<file path="src/hdl/omv_pkg.sv">
package omv_pkg;

  localparam int LENGTH_BITS = 11;
  localparam int COUNT_BITS  = LENGTH_BITS + 1;
  localparam int MIC_BYTES   = 4;

  localparam logic [LENGTH_BITS-1:0] MAX_LEN_RESET = 11'd1980;
  localparam logic [LENGTH_BITS-1:0] LEN_MAX       = '1;
  localparam logic [COUNT_BITS-1:0]  COUNT_MAX     = '1;
  localparam logic [COUNT_BITS-1:0]  COUNT_MIC     = 12'd4;
  localparam logic [COUNT_BITS-1:0]  MIN_MSG_LEN   = 12'd4;

  localparam logic [31:0] CRC_POLY = 32'h04c1_1db7;
  localparam logic [31:0] CRC_ONES = 32'hffff_ffff;

  // Bit positions in the header flags word
  localparam int FLAG_VERIFIED   = 0;
  localparam int FLAG_STRIPPED   = 1;
  localparam int FLAG_HW_PRESENT = 2;
  localparam int FLAG_HW_VALID   = 3;
  localparam int FLAG_HW_CRCERR  = 4;

  typedef enum logic [1:0] {
    STATUS_OK           = 2'd0,
    STATUS_BAD_LENGTH   = 2'd1,
    STATUS_MIC_MISMATCH = 2'd2
  } status_t;

  // Input word
  typedef struct packed {
    logic [7:0] data_byte;
    logic       last_byte;
    logic       hw_mic_present;
    logic       hw_mic_valid;
    logic       hw_crc_error;
  } frame_t;

  // Output word
  typedef struct packed {
    logic [7:0]             out_byte;
    logic                   out_byte_valid;
    logic                   end_of_frame;
    logic [1:0]             frame_status;
    logic [LENGTH_BITS-1:0] message_length;
    logic [4:0]             header_flags;
  } result_t;

  // Classified word passed from front to back
  typedef struct packed {
    logic [7:0]             data;
    logic                   has_byte;
    logic                   last;
    logic                   length_bad;
    logic [LENGTH_BITS-1:0] msg_length;
    logic [31:0]            mic;
    logic                   hw_present;
    logic                   hw_valid;
    logic                   hw_crc_error;
  } entry_t;

  // Fold one byte into a non-reflected CRC-32, MSB first
  function automatic logic [31:0] crc_byte(input logic [31:0] crc, input logic [7:0] b);
    logic [31:0] c;
    c = crc ^ {b, 24'd0};
    for (int k = 0; k < 8; k++) begin
      if (c[31]) begin
        c = {c[30:0], 1'b0} ^ CRC_POLY;
      end else begin
        c = {c[30:0], 1'b0};
      end
    end
    return c;
  endfunction

endpackage

</file>
<file path="src/hdl/omv_front.sv">
module omv_front (
  input  logic                              clk,
  input  logic                              rst,
  input  logic                              frame_valid,
  input  omv_pkg::frame_t                   frame,
  output logic                              frame_stall,
  input  logic                              cfg_write,
  input  logic [omv_pkg::LENGTH_BITS-1:0]   cfg_data,
  input  logic                              q_full,
  output logic                              q_push,
  output omv_pkg::entry_t                   q_entry
);

  logic [7:0]                        delay [omv_pkg::MIC_BYTES];
  logic [omv_pkg::COUNT_BITS-1:0]    count;
  logic [omv_pkg::LENGTH_BITS-1:0]   max_len;

  logic                              accept;
  logic                              has_byte;
  logic [omv_pkg::COUNT_BITS-1:0]    count_next;
  logic [omv_pkg::COUNT_BITS-1:0]    full_len;
  logic                              length_bad;

  // Hold input while the queue has no room
  assign frame_stall = q_full;
  assign accept      = frame_valid && !q_full;
  assign has_byte    = (count >= omv_pkg::COUNT_MIC);

  // Classify the word: message byte out of the delay line, length check at frame end
  always_comb begin
    count_next = (count == omv_pkg::COUNT_MAX) ? count : count + 1'b1;
    full_len   = (count_next >= omv_pkg::COUNT_MIC) ? count_next - omv_pkg::COUNT_MIC : '0;
    length_bad = (count_next < omv_pkg::COUNT_MIC) || (full_len < omv_pkg::MIN_MSG_LEN) ||
                 (full_len > {1'b0, max_len});

    q_entry.data         = delay[0];
    q_entry.has_byte     = has_byte;
    q_entry.last         = frame.last_byte;
    q_entry.length_bad   = length_bad;
    q_entry.msg_length   = (full_len > {1'b0, omv_pkg::LEN_MAX}) ? omv_pkg::LEN_MAX :
                           full_len[omv_pkg::LENGTH_BITS-1:0];
    q_entry.mic          = {delay[1], delay[2], delay[3], frame.data_byte};
    q_entry.hw_present   = frame.hw_mic_present;
    q_entry.hw_valid     = frame.hw_mic_valid;
    q_entry.hw_crc_error = frame.hw_crc_error;
  end

  assign q_push = accept && (has_byte || frame.last_byte);

  // Advance the delay line and byte count; clear both at frame end
  always_ff @(posedge clk) begin
    if (rst) begin
      count   <= '0;
      max_len <= omv_pkg::MAX_LEN_RESET;
      for (int i = 0; i < omv_pkg::MIC_BYTES; i++) begin
        delay[i] <= '0;
      end
    end else begin
      if (cfg_write) begin
        max_len <= cfg_data;
      end
      if (accept) begin
        if (frame.last_byte) begin
          count <= '0;
          for (int i = 0; i < omv_pkg::MIC_BYTES; i++) begin
            delay[i] <= '0;
          end
        end else begin
          count <= count_next;
          for (int i = 0; i < omv_pkg::MIC_BYTES - 1; i++) begin
            delay[i] <= delay[i+1];
          end
          delay[omv_pkg::MIC_BYTES-1] <= frame.data_byte;
        end
      end
    end
  end

`ifndef SYNTH
  a_count_clear: assert property (@(posedge clk) disable iff (rst)
    accept && frame.last_byte |=> count == '0)
    else $error("byte count not cleared after frame end");
`endif

endmodule

</file>
<file path="src/hdl/omv_queue.sv">
module omv_queue #(
  parameter int WIDTH = 8,
  parameter int DEPTH = 4
) (
  input  logic             clk,
  input  logic             rst,
  input  logic             push,
  input  logic [WIDTH-1:0] wdata,
  output logic             full,
  input  logic             pop,
  output logic             not_empty,
  output logic [WIDTH-1:0] rdata
);

  localparam int PTR_BITS = (DEPTH > 1) ? $clog2(DEPTH) : 1;
  localparam int CNT_BITS = $clog2(DEPTH + 1);

  logic [WIDTH-1:0]    slots [DEPTH];
  logic [PTR_BITS-1:0] wr_ptr;
  logic [PTR_BITS-1:0] rd_ptr;
  logic [CNT_BITS-1:0] fill;

  assign full      = (fill == CNT_BITS'(DEPTH));
  assign not_empty = (fill != '0);
  assign rdata     = slots[rd_ptr];

  // Store the pushed word
  always_ff @(posedge clk) begin
    if (push) begin
      slots[wr_ptr] <= wdata;
    end
  end

  // Advance pointers and fill count
  always_ff @(posedge clk) begin
    if (rst) begin
      wr_ptr <= '0;
      rd_ptr <= '0;
      fill   <= '0;
    end else begin
      if (push) begin
        wr_ptr <= (wr_ptr == PTR_BITS'(DEPTH - 1)) ? '0 : wr_ptr + 1'b1;
      end
      if (pop) begin
        rd_ptr <= (rd_ptr == PTR_BITS'(DEPTH - 1)) ? '0 : rd_ptr + 1'b1;
      end
      case ({push, pop})
        2'b10:   fill <= fill + 1'b1;
        2'b01:   fill <= fill - 1'b1;
        default: fill <= fill;
      endcase
    end
  end

`ifndef SYNTH
  a_no_overflow: assert property (@(posedge clk) disable iff (rst)
    (push && full) || (pop && !not_empty) |-> 1'b0)
    else $error("queue pushed while full or popped while empty");
`endif

endmodule

</file>
<file path="src/hdl/omv_back.sv">
module omv_back (
  input  logic              clk,
  input  logic              rst,
  input  logic              q_valid,
  input  omv_pkg::entry_t   head,
  output logic              q_pop,
  output logic              result_valid,
  output omv_pkg::result_t  result,
  input  logic              result_stall
);

  logic [31:0]       crc;
  logic [31:0]       crc_upd;
  omv_pkg::status_t  status;
  omv_pkg::result_t  result_next;
  logic              ok;

  // Take the next word when the output register is free or being drained
  assign q_pop = q_valid && (!result_valid || !result_stall);

  // Fold the message byte into the CRC and judge the frame at its end
  always_comb begin
    crc_upd = head.has_byte ? omv_pkg::crc_byte(crc, head.data) : crc;
    if (head.length_bad) begin
      status = omv_pkg::STATUS_BAD_LENGTH;
    end else if (head.mic == (crc_upd ^ omv_pkg::CRC_ONES)) begin
      status = omv_pkg::STATUS_OK;
    end else begin
      status = omv_pkg::STATUS_MIC_MISMATCH;
    end
    ok = (status == omv_pkg::STATUS_OK);

    result_next                = '0;
    result_next.out_byte       = head.has_byte ? head.data : 8'd0;
    result_next.out_byte_valid = head.has_byte;
    result_next.end_of_frame   = head.last;
    if (head.last) begin
      result_next.frame_status                          = status;
      result_next.message_length                        = head.msg_length;
      result_next.header_flags[omv_pkg::FLAG_VERIFIED]   = ok;
      result_next.header_flags[omv_pkg::FLAG_STRIPPED]   = ok;
      result_next.header_flags[omv_pkg::FLAG_HW_PRESENT] = head.hw_present;
      result_next.header_flags[omv_pkg::FLAG_HW_VALID]   = head.hw_valid;
      result_next.header_flags[omv_pkg::FLAG_HW_CRCERR]  = head.hw_crc_error;
    end
  end

  // Load the output register; restart the CRC after each frame
  always_ff @(posedge clk) begin
    if (rst) begin
      result_valid <= 1'b0;
      crc          <= omv_pkg::CRC_ONES;
    end else if (q_pop) begin
      result_valid <= 1'b1;
      crc          <= head.last ? omv_pkg::CRC_ONES : crc_upd;
    end else if (!result_stall) begin
      result_valid <= 1'b0;
    end
  end

  always_ff @(posedge clk) begin
    if (q_pop) begin
      result <= result_next;
    end
  end

`ifndef SYNTH
  a_crc_restart: assert property (@(posedge clk) disable iff (rst)
    q_pop && head.last |=> crc == omv_pkg::CRC_ONES)
    else $error("CRC not restarted after frame end");

  a_mid_frame_quiet: assert property (@(posedge clk) disable iff (rst)
    result_valid && !result.end_of_frame |->
      result.frame_status == omv_pkg::STATUS_OK && result.header_flags == 5'd0 &&
      result.message_length == '0 && result.out_byte_valid)
    else $error("mid-frame word carries end-of-frame fields");

  a_pop_loads: assert property (@(posedge clk) disable iff (rst)
    q_pop |=> result_valid)
    else $error("popped word did not reach the output register");
`endif

endmodule

</file>
<file path="src/hdl/omci_mic_verify_strip.sv">
// OMCI MIC check and strip. Frame bytes enter on the frame channel one per clock
// unless stalled, the last marked; the four-byte MIC trailer is held back in a
// delay line and never appears on the result channel. Each message byte comes out
// as one result word, and the last input byte always yields a word with end_of_frame
// set, carrying the status (ok, bad length, MIC mismatch), the saturated message
// length and the header flags. The block sustains one byte per clock without output
// stall: the front stage updates the delay line and count, and the back stage folds
// one byte into the CRC-32 per cycle. Each word passes through the queue and the
// output register. Input is stalled only when the QUEUE_DEPTH-entry queue between the
// two stages fills, which happens only under output stall. Write max_message_length
// through cfg_write/cfg_data only while no frame is in flight.
module omci_mic_verify_strip #(
  parameter int QUEUE_DEPTH = 4
) (
  input  logic                             clk,
  input  logic                             rst,
  input  logic                             frame_valid,
  input  omv_pkg::frame_t                  frame,
  output logic                             frame_stall,
  output logic                             result_valid,
  output omv_pkg::result_t                 result,
  input  logic                             result_stall,
  input  logic                             cfg_write,
  input  logic [omv_pkg::LENGTH_BITS-1:0]  cfg_data
);

  localparam int ENTRY_BITS = $bits(omv_pkg::entry_t);

  logic                  q_push;
  logic                  q_full;
  logic                  q_pop;
  logic                  q_valid;
  omv_pkg::entry_t       q_entry;
  logic [ENTRY_BITS-1:0] q_rdata;
  omv_pkg::entry_t       head;

  assign head = omv_pkg::entry_t'(q_rdata);

  omv_front u_front (
    .clk         (clk),
    .rst         (rst),
    .frame_valid (frame_valid),
    .frame       (frame),
    .frame_stall (frame_stall),
    .cfg_write   (cfg_write),
    .cfg_data    (cfg_data),
    .q_full      (q_full),
    .q_push      (q_push),
    .q_entry     (q_entry)
  );

  omv_queue #(
    .WIDTH (ENTRY_BITS),
    .DEPTH (QUEUE_DEPTH)
  ) u_queue (
    .clk       (clk),
    .rst       (rst),
    .push      (q_push),
    .wdata     (q_entry),
    .full      (q_full),
    .pop       (q_pop),
    .not_empty (q_valid),
    .rdata     (q_rdata)
  );

  omv_back u_back (
    .clk          (clk),
    .rst          (rst),
    .q_valid      (q_valid),
    .head         (head),
    .q_pop        (q_pop),
    .result_valid (result_valid),
    .result       (result),
    .result_stall (result_stall)
  );

endmodule

</file>
<file path="config.mk">
export PLATFORM = sky130hd
export DESIGN_NAME = omci_mic_verify_strip
export DESIGN_NICKNAME = d
export VERILOG_FILES = /design/src/hdl/omv_pkg.sv /design/src/hdl/omv_front.sv /design/src/hdl/omv_queue.sv /design/src/hdl/omv_back.sv /design/src/hdl/omci_mic_verify_strip.sv
export SDC_FILE = /design/constraint.sdc
export NUM_CORES = 1
export LEC_CHECK = 0
export BUFFER_PORTS_ARGS = -buffer_cell sky130_fd_sc_hd__buf_2
export CORE_UTILIZATION = 35
export CTS_CLUSTER_DIAMETER = 30
export DETAILED_ROUTE_END_ITERATION = 16
export HOLD_SLACK_MARGIN = 0.12
export SKIP_LAST_GASP = 1
export SYNTH_ARGS = -nofsm -noshare
export SYNTH_HDL_FRONTEND = slang
export SYNTH_SLANG_ARGS = --single-unit
</file>
<file path="constraint.sdc">
create_clock -name clk -period 7.5 [get_ports clk]
set_clock_uncertainty 0.15 [all_clocks]
set_input_delay 0.375 -clock clk [delete_from_list [all_inputs] [get_ports clk]]
set_output_delay 0.375 -clock clk [all_outputs]
set_load 0.005 [all_outputs]
</file>
-- After elaboration in Yosys (flattened, before gate mapping)
Memories as Yosys holds them, arrays and structs flattened. A register that Yosys moved wholly into a read port is not among the register bits.
Cells that the tools add are included.
Widths: inputs -> output; s select.
- register bits after elaboration: 91
- output and inout bits: 30
- memories: 2
- memory bits (writable): 260
- input port bits: 28
- word-level logic and storage cells: 109
- memories (name ; words ; width ; rd ports ; clocked after Yosys merged registers in ; wr ports ; line ; RTL):
    u_queue.slots ; 4 ; 57 ; 1 ; 1 ; 1 ; omv_queue.sv:18 ; logic [WIDTH-1:0] slots [DEPTH];
    u_front.delay ; 4 ; 8 ; 4 ; 0 ; 4 ; omv_front.sv:14 ; logic [7:0] delay [omv_pkg::MIC_BYTES];
- add/sub/neg operators: 6
- eq/ne operators: 8
- bitwise logic cells: 18
- $lt $le $gt $ge: 6
- reduce and logical (&&, ||, !) cells: 13
- multiplexer cells: 43
- operators with widths (cell ; count):
    $mux 27 ; 8
    $not 14->14 ; 8
    $mux 32 ; 2
    $mux 8 ; 8
    $mux 12 ; 3
    $eq 32x32->1 ; 1
    $not 32->32 ; 1
    $xor 32x32->32 ; 1
    $ge 12x3->1 const B ; 2
    $lt 12x3->1 const B ; 2
    $mux 1 ; 14
    $add 12x1->12 const B ; 1
    $eq 12x12->1 const B ; 1
    $gt 12x11->1 ; 1
    $gt 12x11->1 const B ; 1
    $mux 2 ; 6
    $sub 12x3->12 const B ; 1
    $mux 11 ; 1
    $or 1x1->1 ; 8
    $eq 2x2->1 const B ; 3
    $pmux 3 s2 ; 1
    $add 2x1->2 const B ; 2
    $logic_or 1x1->1 ; 4
    $add 3x1->3 const B ; 1
    other kinds (9) ; 13

-- Longest topological paths before layout
Gate-level depths: netlist of run 1.
- word-level depth: 23
- mapped depth: 25
- gate-level depth less buffers: 22

-- Cells and area by module
A second synthesis of run 1 with hierarchy kept.
- cell total of the unflattened synthesis: 1079
- area, all modules: 16149.2 µm²
- modules (own cells, without submodules) (module ; seq. area each (µm²) ; cells an instance ; instances ; area an instance (µm²)):
    omv_queue ; 7026.7 ; 345 ; 1 ; 8667.1
    omv_back ; 1471.4 ; 356 ; 1 ; 4000.1
    omv_front ; 1341.3 ; 378 ; 1 ; 3482.1

-- Worst setup path after synthesis of run 1
Ideal clock, no wire load.
- kind: register -> register
- from: reg u_front.count[1] (netlist name)
- to: mem u_queue.slots[0][46] (netlist name) (data pin)
- arrival time: 4.858 ns
- required time: 7.058 ns
- buffers on the path: 4
- library setup time: 0.292 ns
- slack: 2.200 ns
- clock period less this slack: 5.300 ns
- cell stages (with the launch flop): 25
- path through: dfxtp_1 ha_1 nand3_1 or4_1 clkbuf_1 clkbuf_1 nand4_1 xor2_1 ha_1 o211ai_1 nor2_1 and3_1 clkbuf_1 clkbuf_1 nor2_1 ha_1 o21a_1 o21a_1 o21a_1 o21a_1 o21a_1 o21ai_0 a21oi_1 a2111oi_0 o21ai_0
- RTL lines (what ; line ; RTL):
    from (decl) ; omv_front.sv:15 ; logic [omv_pkg::COUNT_BITS-1:0] count;
    from (signal assigned) ; omv_front.sv:69 ; count <= count_next;
    to (decl) ; omv_queue.sv:18 ;

==> impl_metrics.json, run 1 <==
{
  "status": "complete, no violations",
  "p_leak_nw": 7.01,
  "gp_congestion": 0.861,
  "drcViolationCount": 0,
  "worst_hold_slack_ps": 145,
  "path_class": "register to register",
  "finalSetupTns_ps": 0,
  "synth_compound_area_frac": 0.0538,
  "io_buffer_count": 57,
  "dp_cells": 1645,
  "post-route-util": 0.450,
  "period_needed_ps": 5750,
  "totalWireLength_mm": 33.9,
  "root_buffer": "clkbuf_16",
  "critical_path_arrival_ps": 5880,
  "clk_path_buf_depth": 3,
  "total_power_mw": 9.22,
  "tritoncts": "built",
  "regArea_um2": 9840,
  "drtAntennaViolNets": 0,
  "setup_viol": 0,
  "start_util": 0.356,
  "first_iter_violations": 716,
  "layout_commonest_cell": "edfxtp_1",
  "syn_area_um2": 15400,
  "cts.repair.resized": 0,
  "ys_async_sr_fraction": 0,
  "yosysWarnings": 0,
  "grt_overflow": 0,
  "critPathRequiredTime_ps": 7630,
  "cts.sinks": 352,
  "synthSimpleGateAreaFrac": 0.0807,
  "worst-slew-pin-transition_ps": 928,
  "post-place-ws_ps": 1760,
  "postCtsHoldBufs": 43,
  "clock_latency_ps": 570,
  "synth_top_family_by_area": "multiplexers",
  "grt_pass1_wl_mm": 53.8,
  "mostFrequentLayoutCells": "edfxtp_1, clkbuf_16, xnor2_1",
  "synth.avg_cell_area_um2": 14.7,
  "fin_crit_sh": 0.767,
  "yosysTopAreaCellShare": 0.545,
  "synth_xor_area_frac": 0.0848,
  "grt_max_degree": 58,
  "multi_input_area_um2": 5190,
  "ys_ff_latch": 352,
  "power_density_nw_per_um2": 474,
  "fmax_ghz": 0.174,
  "vias_per_cell": 4.88,
  "antenna_found_initial": 1,
  "post-synth-top-area-cell": "edfxtp_1",
  "hold_path.class": "input port to register",
  "synthCells": 1048,
  "post_cts_buffers": 0,
  "worst-path-max-fanout": 18,
  "rows": 76,
  "ys_types": 60,
  "drv_slew": 0,
  "fill_cells": 3861,
  "num_antenna_cells": 0,
  "die_x_um": 212,
  "cts_buffers": 81,
  "yosysSeqAreaShare": 0.640,
  "drive_above_1_share": 0.228,
  "die-area_um2": 44800,
  "grt_pass1_vias": 9491,
  "synthesis.nets": 1098,
  "synth_edf_count": 279,
  "netlist_top_cells_area": "edfxtp_1, dfxtp_1, mux4_2",
  "coreArea_um2": 43200,
  "post-dp-hpwl_mm": 20.4,
  "ff2ff_path_depth": 21,
  "maxCapViolations": 0,
  "path_clk_slew_ps": 40,
  "dr.pass1.iters": 5,
  "synth_adder_area_share": 0.0184,
  "fp.dieH_um": 212,
  "maxSlewHeadroom": 0.381,
  "hold_depth": 2,
  "via_count": 8984,
  "ioPinCount": 58,
  "startpoint_type": "register",
  "globalRouteTotalUtil": 0.157,
  "placed_cell_area_um2": 16300,
  "routedWlPerCell_um": 18.4,
  "cp-end-kind": "register",
  "cts_max_level": 3,
  "hold_viol": 0,
  "synthFlopType": "edfxtp_1",
  "timing.final.ws_setup_ps": 1750,
  "final_nets": 1236,
  "fin_cells": 1840,
  "ir_worst_vdd_mv": 0.298,
  "rsz0062_at_grt": "no",
  "final_area_um2": 19400,
  "synth.area.mux_share": 0.0988,
  "synthToLayoutAreaGrowth_pct": 26.4
}
cells by family after synthesis:
logic type	count (synthesis)
AOI/OAI and AO/OA	132
xor gates and xnor gates	126
adders and majority gates	22
buffers and inverters	90
DFF	352
muxes	82
and+or+nand+nor	244
worst max-delay path, cell delays in order, from the launching register on:
cell,delay [ps]
dfxtp_1,490
ha_1,320
nand3_1,140
or4_1,790
nand4_1,210
xor2_1,250
ha_1,250
o211ai_1,120
nor2_1,260
and3_1,520
or2_2,220
ha_1,140
nor2b_1,40
o21a_1,160
o21a_1,160
o21a_1,160
o21a_1,170
o21a_1,160
o21ai_0,140
a21oi_1,80
a2111oi_0,310
o21ai_0,220
cell usage after synthesis (4+ instances only):
| cell type | count |
|---|---|
| a2111oi_0 | 4 |
| a21oi_1 | 26 |
| a31oi_1 | 4 |
| and2_1 | 39 |
| and3_1 | 4 |
| buf_1 | 6 |
| clkbuf_1 | 47 |
| dfxtp_1 | 73 |
| edfxtp_1 | 279 |
| ha_1 | 21 |
| inv_1 | 32 |
| mux2i_1 | 24 |
| mux4_2 | 53 |
| nand2_1 | 68 |
| nand3_1 | 11 |
| nand4_1 | 11 |
| nor2_1 | 49 |
| nor2b_1 | 19 |
| nor3_1 | 12 |
| nor3b_1 | 9 |
| nor4_1 | 5 |
| o211ai_1 | 10 |
| o21a_1 | 5 |
| o21ai_0 | 33 |
| o22ai_1 | 29 |
| or3_1 | 4 |
| or4_1 | 4 |
| xnor2_1 | 73 |
| xnor2_2 | 10 |
| xnor3_1 | 4 |
| xor2_1 | 34 |
flip-flops by register name, indices dropped and copies added, names as in the netlist, named ones only:
register	cells
u_back.result	27
u_queue.wr_ptr	2
u_queue.slots	228
u_back.result_valid	1
u_back.crc	32
u_queue.fill	3
u_front.max_len	11
u_front.count	12
u_front.delay	32
u_queue.rd_ptr	2
worst paths after layout:
kind,from,slack (ps),to
max reg2reg,u_front.count[0],1750,u_queue.slots[1][46]
min,rst,150,u_front.max_len[0]
min reg2reg,u_queue.rd_ptr[1],330,register
max,u_front.count[0],1750,u_queue.slots[1][46]
report_power, final:
| group | internal [mW] | switching [mW] |
|---|---|---|
| Sequential | 2.39 | 0.172 |
| Clock | 2.35 | 1.09 |
| Combinational | 1.47 | 1.74 |
area by class of cell:
| type | count | share of cell area |
|---|---|---|
| sequential | 352 | 0.506 |
| multi-input combinational | 606 | 0.267 |
| clock buffer | 97 | 0.112 |
| timing repair buffer | 113 | 0.0418 |
| tap | 585 | 0.0376 |
| clock inverter | 55 | 0.0289 |
| inverter | 32 | 0.00618 |
routing by layer:
metal / global-route usage / part of all wire
met4: 0.0520 / 0.020
met3: 0.0325 / 0.048
met5: 0 / 0
met1: 0.213 / 0.46
met2: 0.252 / 0.48
No activity file was read; power rests on OpenSTA's default activity.
==> run 2, diff against run 1 <==
==> constraint.sdc (replaced) <==
create_clock -name clk -period 4.85 [get_ports clk]
set_clock_uncertainty 0.15 [all_clocks]
set_input_delay 0.2425 -clock clk [delete_from_list [all_inputs] [get_ports clk]]
set_output_delay 0.2425 -clock clk [all_outputs]
set_load 0.005 [all_outputs]
==> impl_metrics.json, run 2 (synthesis results as in run 1) <==
{
  "grt_pass1_wl_mm": 54.9,
  "startpoint_type": "register",
  "path_clk_slew_ps": 50,
  "coreArea_um2": 43200,
  "top_register": "u_queue.slots",
  "root_buffer": "clkbuf_16",
  "fmax_ghz": 0.221,
  "cp-end-kind": "register",
  "fin_crit_sh": 0.933,
  "hp-start": "frame[0]",
  "p_int_mw": 9.54,
  "period_needed_ps": 4530,
  "post-dp-hpwl_mm": 21.0,
  "finalSetupTns_ps": 0,
  "cts.sinks": 352,
  "final_nets": 1266,
  "layout_commonest_cell": "edfxtp_1",
  "tritoncts": "built",
  "hold_viol": 0,
  "post-route-util": 0.454,
  "start_util": 0.356,
  "totalWireLength_mm": 34.7,
  "p_clk_frac": 0.357,
  "status": "complete, no violations",
  "die-area_um2": 44800,
  "path_class": "register to register",
  "dp_cells": 1675,
  "cp_common_cell": "o21a_1",
  "critPathLaunch": "u_front.count[1]",
  "dr.pass1.iters": 5,
  "grt_pass1_vias": 9555,
  "final_area_um2": 19600,
  "worst-path-max-fanout": 7,
  "largest_register_ffs": 228,
  "drtAntennaViolNets": 0,
  "timing.final.ws_setup_ps": 323,
  "total_power_mw": 14.2,
  "rrSetupSlack_ps": 320,
  "num_antenna_cells": 0,
  "grt_max_degree": 58,
  "vias_per_cell": 4.91,
  "gp_congestion": 0.851,
  "clock_latency_ps": 580,
  "cts_buffers": 74,
  "setup_viol": 0,
  "die_x_um": 212,
  "placed_cell_area_um2": 16500,
  "maxCapViolations": 0,
  "drive_above_1_share": 0.245,
  "crit_chain": "ha_4 > nand3_2 > or4_4 > nand4_1 > xor2_2 > ha_2 > o211ai_1 > nor2_2 > and3_4 > or2_2 > ha_1 > nor2b_1 > o21a_1 > o21a_1 > o21a_1 > o21a_1 > o21a_1 > o21ai_1 > a21oi_1 > a2111oi_2 > o21ai_2",
  "worst_path_max_delay_cell": "or4_4",
  "maxSlewHeadroom": 0.376,
  "first_iter_violations": 628,
  "fin_cells": 1860,
  "mostFrequentLayoutCells": "edfxtp_1, clkbuf_16, xnor2_1",
  "power_density_nw_per_um2": 723,
  "via_count": 9139,
  "post-place-ws_ps": 36.4,
  "cts_max_level": 3,
  "antenna_found_initial": 0,
  "p_comb_frac": 0.366,
  "synthToLayoutAreaGrowth_pct": 27.4,
  "routedWlPerCell_um": 18.6,
  "clk_path_buf_depth": 3,
  "top_regs": "u_queue.slots x228, u_back.crc x32, u_front.delay x32",
  "rows": 76,
  "worst-slew-pin-transition_ps": 935,
  "hold_path.class": "input port to register",
  "critical_path_arrival_ps": 4690,
  "p_leak_nw": 7.09,
  "io_buffer_count": 57,
  "drv_slew": 0,
  "max_stage_delay_ps": 550,
  "ir_worst_vdd_mv": 0.391,
  "pwr-share-seq": 0.277,
  "worst_hold_slack_ps": 274,
  "p_sw_frac": 0.326,
  "grt_overflow": 0,
  "r2r-start": "u_front.count[1]",
  "drcViolationCount": 0,
  "critPathRequiredTime_ps": 5010,
  "fp.dieH_um": 212,
  "switchingPower_mw": 4.62,
  "globalRouteTotalUtil": 0.162,
  "ioPinCount": 58
}
-- run 2: final timing paths --
check             cells after the start                    to
setup / recovery                     21  u_queue.slots[1][46]
setup reg to reg                     21  u_queue.slots[1][46]
hold reg to reg                       2              register
hold / removal                        2   u_queue.slots[3][0]
-- run 2: worst max-delay path, delay by kind of cell (launching register included) --
family                   cells  cell delay [ps]
XOR/XNOR                     1              190
AO/OA/AOI/OAI               10             1580
AND/OR/NAND/NOR              7             1410
adder cells (fa/ha/maj)      3              550
flip-flops                   1              380
-- run 2: timing repair --
action                                 in CTS  in global routing
hold buffers                               49                  0
gates resized for setup                     0                 11
endpoints found under the hold margin      94                  0
setup buffers                               0                  1
setup endpoints to repair                   0                  6
-- run 2: cell type report --
type,count,area (µm²)
Sequential cell,352,9850
Inverter,32,120
Fill cell,3833,23600
Clock inverter,49,604
Timing Repair Buffer,150,1120
Clock buffer,86,1920
Tap cell,585,732
Multi-Input combinational cell,606,5260
-- run 2: routing by layer --
layer	vias up	GRT usage	part of all wire
li1	4289	-	-
met1	4587	0.215	0.45
met2	202	0.260	0.48
met3	61	0.0362	0.045
met4	0	0.0580	0.023
met5	-	0	0
-- run 2: power groups by stage --
stage          Sequential (mW)  Clock, mW  Combinational [mW]
2_1_floorplan             3.92          0                3.83
3_3_place_gp              3.97          0                5.14
3_5_place_dp              3.98          0                5.14
4_1_cts                   3.93       5.14                5.22
5_1_grt                   3.97       5.31                5.61
6_report                  3.92       5.06                5.19
==> run 3, diff against run 2 <==
--- a/config.mk
+++ b/config.mk
@@ -6,10 +6,13 @@
 export NUM_CORES = 1
 export LEC_CHECK = 0
 export BUFFER_PORTS_ARGS = -buffer_cell sky130_fd_sc_hd__buf_2
-export CORE_UTILIZATION = 35
+export CELL_PAD_IN_SITES_DETAIL_PLACEMENT = 1
+export CELL_PAD_IN_SITES_GLOBAL_PLACEMENT = 2
+export CORE_UTILIZATION = 41
 export CTS_CLUSTER_DIAMETER = 30
 export DETAILED_ROUTE_END_ITERATION = 16
 export HOLD_SLACK_MARGIN = 0.12
+export PLACE_DENSITY_LB_ADDON = 0.1
 export SKIP_LAST_GASP = 1
 export SYNTH_ARGS = -nofsm -noshare
 export SYNTH_HDL_FRONTEND = slang
==> impl_metrics.json, run 3 (synthesis results as in run 1) <==
{
  "rrSetupSlack_ps": 280,
  "die-area_um2": 38300,
  "startpoint_type": "register",
  "power_density_nw_per_um2": 754,
  "hold-path-endpoint": "u_queue.slots[2][5]",
  "drtAntennaViolNets": 0,
  "routedWlPerCell_um": 22.0,
  "drv_slew": 0,
  "cp-end-kind": "register",
  "regArea_um2": 9850,
  "ir_worst_vdd_mv": 0.331,
  "maxCapViolations": 0,
  "fin_crit_sh": 0.942,
  "finalSetupTns_ps": 0,
  "die_x_um": 196,
  "ff2ff_path_depth": 20,
  "dp_cells": 1565,
  "gp_congestion": 0.845,
  "final_nets": 1283,
  "root_buffer": "clkbuf_16",
  "hold_viol": 0,
  "path_class": "register to register",
  "drcViolationCount": 0,
  "fp.dieH_um": 196,
  "io_buffer_count": 57,
  "clock_latency_ps": 590,
  "top_register": "u_queue.slots",
  "setup_viol": 0,
  "coreArea_um2": 36800,
  "start_util": 0.418,
  "p_leak_nw": 7.28,
  "totalWireLength_mm": 38.9,
  "period_needed_ps": 4570,
  "grt_pass1_wl_mm": 60.5,
  "critPathRequiredTime_ps": 5020,
  "synthToLayoutAreaGrowth_pct": 29.3,
  "hp-start": "frame[6]",
  "cts_max_level": 3,
  "via_count": 9373,
  "globalRouteTotalUtil": 0.212,
  "fmax_ghz": 0.219,
  "clk_path_buf_depth": 3,
  "grt_pass1_vias": 10200,
  "dr.pass1.iters": 4,
  "antenna_found_initial": 0,
  "mostFrequentLayoutCells": "edfxtp_1, clkbuf_16, xnor2_1",
  "worst-path-max-fanout": 7,
  "grt_max_degree": 58,
  "drive_above_1_share": 0.263,
  "vias_per_cell": 5.29,
  "grt_overflow": 0,
  "rows": 70,
  "layout_commonest_cell": "edfxtp_1",
  "status": "complete, no violations",
  "post-dp-hpwl_mm": 24.4,
  "first_iter_violations": 462,
  "top_regs": "u_queue.slots x228, u_back.crc x32, u_front.delay x32",
  "fill_cells": 3517,
  "maxSlewHeadroom": 0.239,
  "fin_cells": 1772,
  "num_antenna_cells": 0,
  "ioPinCount": 58,
  "worst-slew-pin-transition_ps": 1140,
  "r2r-start": "u_front.count[1]",
  "hold_path.class": "input port to register",
  "hold_depth": 2,
  "critical_path_arrival_ps": 4730,
  "worst_hold_slack_ps": 272,
  "cts.sinks": 352,
  "tritoncts": "built",
  "cts_buffers": 83,
  "r2r-end": "u_queue.slots[3][46]",
  "path_clk_slew_ps": 50,
  "multi_input_area_um2": 5230,
  "largest_register_ffs": 228
}
-- run 3: cell count changes in the layout (fill, tap and decap cells not counted), sizes merged --
cell / before / now
clkbuf: 86 / 88
clkinv: 19 / 29
buf: 101 / 108
bufinv: 11 / 12
inv: 45 / 38
clkinvlp: 6 / 21
dlygate4sd3: 49 / 50
-- run 3: stage by stage --
stage | area, µm² | worst slack [ps] | util | power (mW)
after floorplan | 15400 | 23.7 | - | 7.75
after global placement | 16500 | 205 | 0.447 | 9.30
after global routing | 19900 | -46.4 | 0.541 | 15.8
after CTS | 19900 | 56.0 | 0.540 | 15.1
after detailed placement | 16500 | 91.5 | 0.447 | 9.32
final | 19900 | 282 | 0.541 | 15.0
-- run 3: final cells by class --
class / instances / area share
Inverter: 32 / 0.00604
Clock buffer: 88 / 0.107
Timing Repair Buffer: 158 / 0.0602
Multi-Input combinational cell: 606 / 0.263
Sequential cell: 352 / 0.495
Tap cell: 468 / 0.0294
Clock inverter: 68 / 0.0391
-- run 3: what timing repair did --
action / in CTS / in global routing
setup endpoints to repair: 0 / 4
setup buffers: 0 / 1
hold buffers: 50 / 0
endpoints found under the hold margin: 91 / 0
gates resized for setup: 0 / 7
-- run 3: worst max-delay path by stage --
stage                                end        startpoint  depth (start not counted)  slack [ps]
CTS                 u_queue.slots[3][46]  u_front.count[1]                         20          60
finish              u_queue.slots[3][46]  u_front.count[1]                         20         280
floorplan           u_queue.slots[0][46]  u_front.count[1]                         24          20
global route        u_queue.slots[3][46]  u_front.count[1]                         20         -50
global placement    u_queue.slots[0][46]  u_front.count[1]                         20         200
detailed placement  u_queue.slots[3][46]  u_front.count[1]                         20          90
-- run 3: power by group --
part           switching (mW)  total (mW)  internal (mW)
Clock                    1.82        5.68           3.86
Combinational            2.91        5.36           2.46
Sequential              0.257        3.96           3.70
-- run 3: layer usage --
metal	vias to the layer above	GRT usage	routed length (µm)
li1	4336	-	-
met1	4814	0.289	18300
met2	170	0.338	18600
met3	53	0.0471	1310
met4	0	0.0668	737
met5	-	0	0
-- run 3: critical path: stages, from the launching register on --
cell and delay (ps):
dfxtp_4 380, ha_4 140, nand3_1 120, or4_4 520, nand4_1 120, xor2_1 220
ha_2 240, o211ai_1 130, nor2_2 190, a21oi_1 120, ha_1 320, nor2b_1 140
o21a_1 160, o21a_1 170, o21a_1 170, o21a_1 160, o21a_1 170, o21ai_1 110
a21oi_1 100, a2111oi_2 320, o21ai_2 140
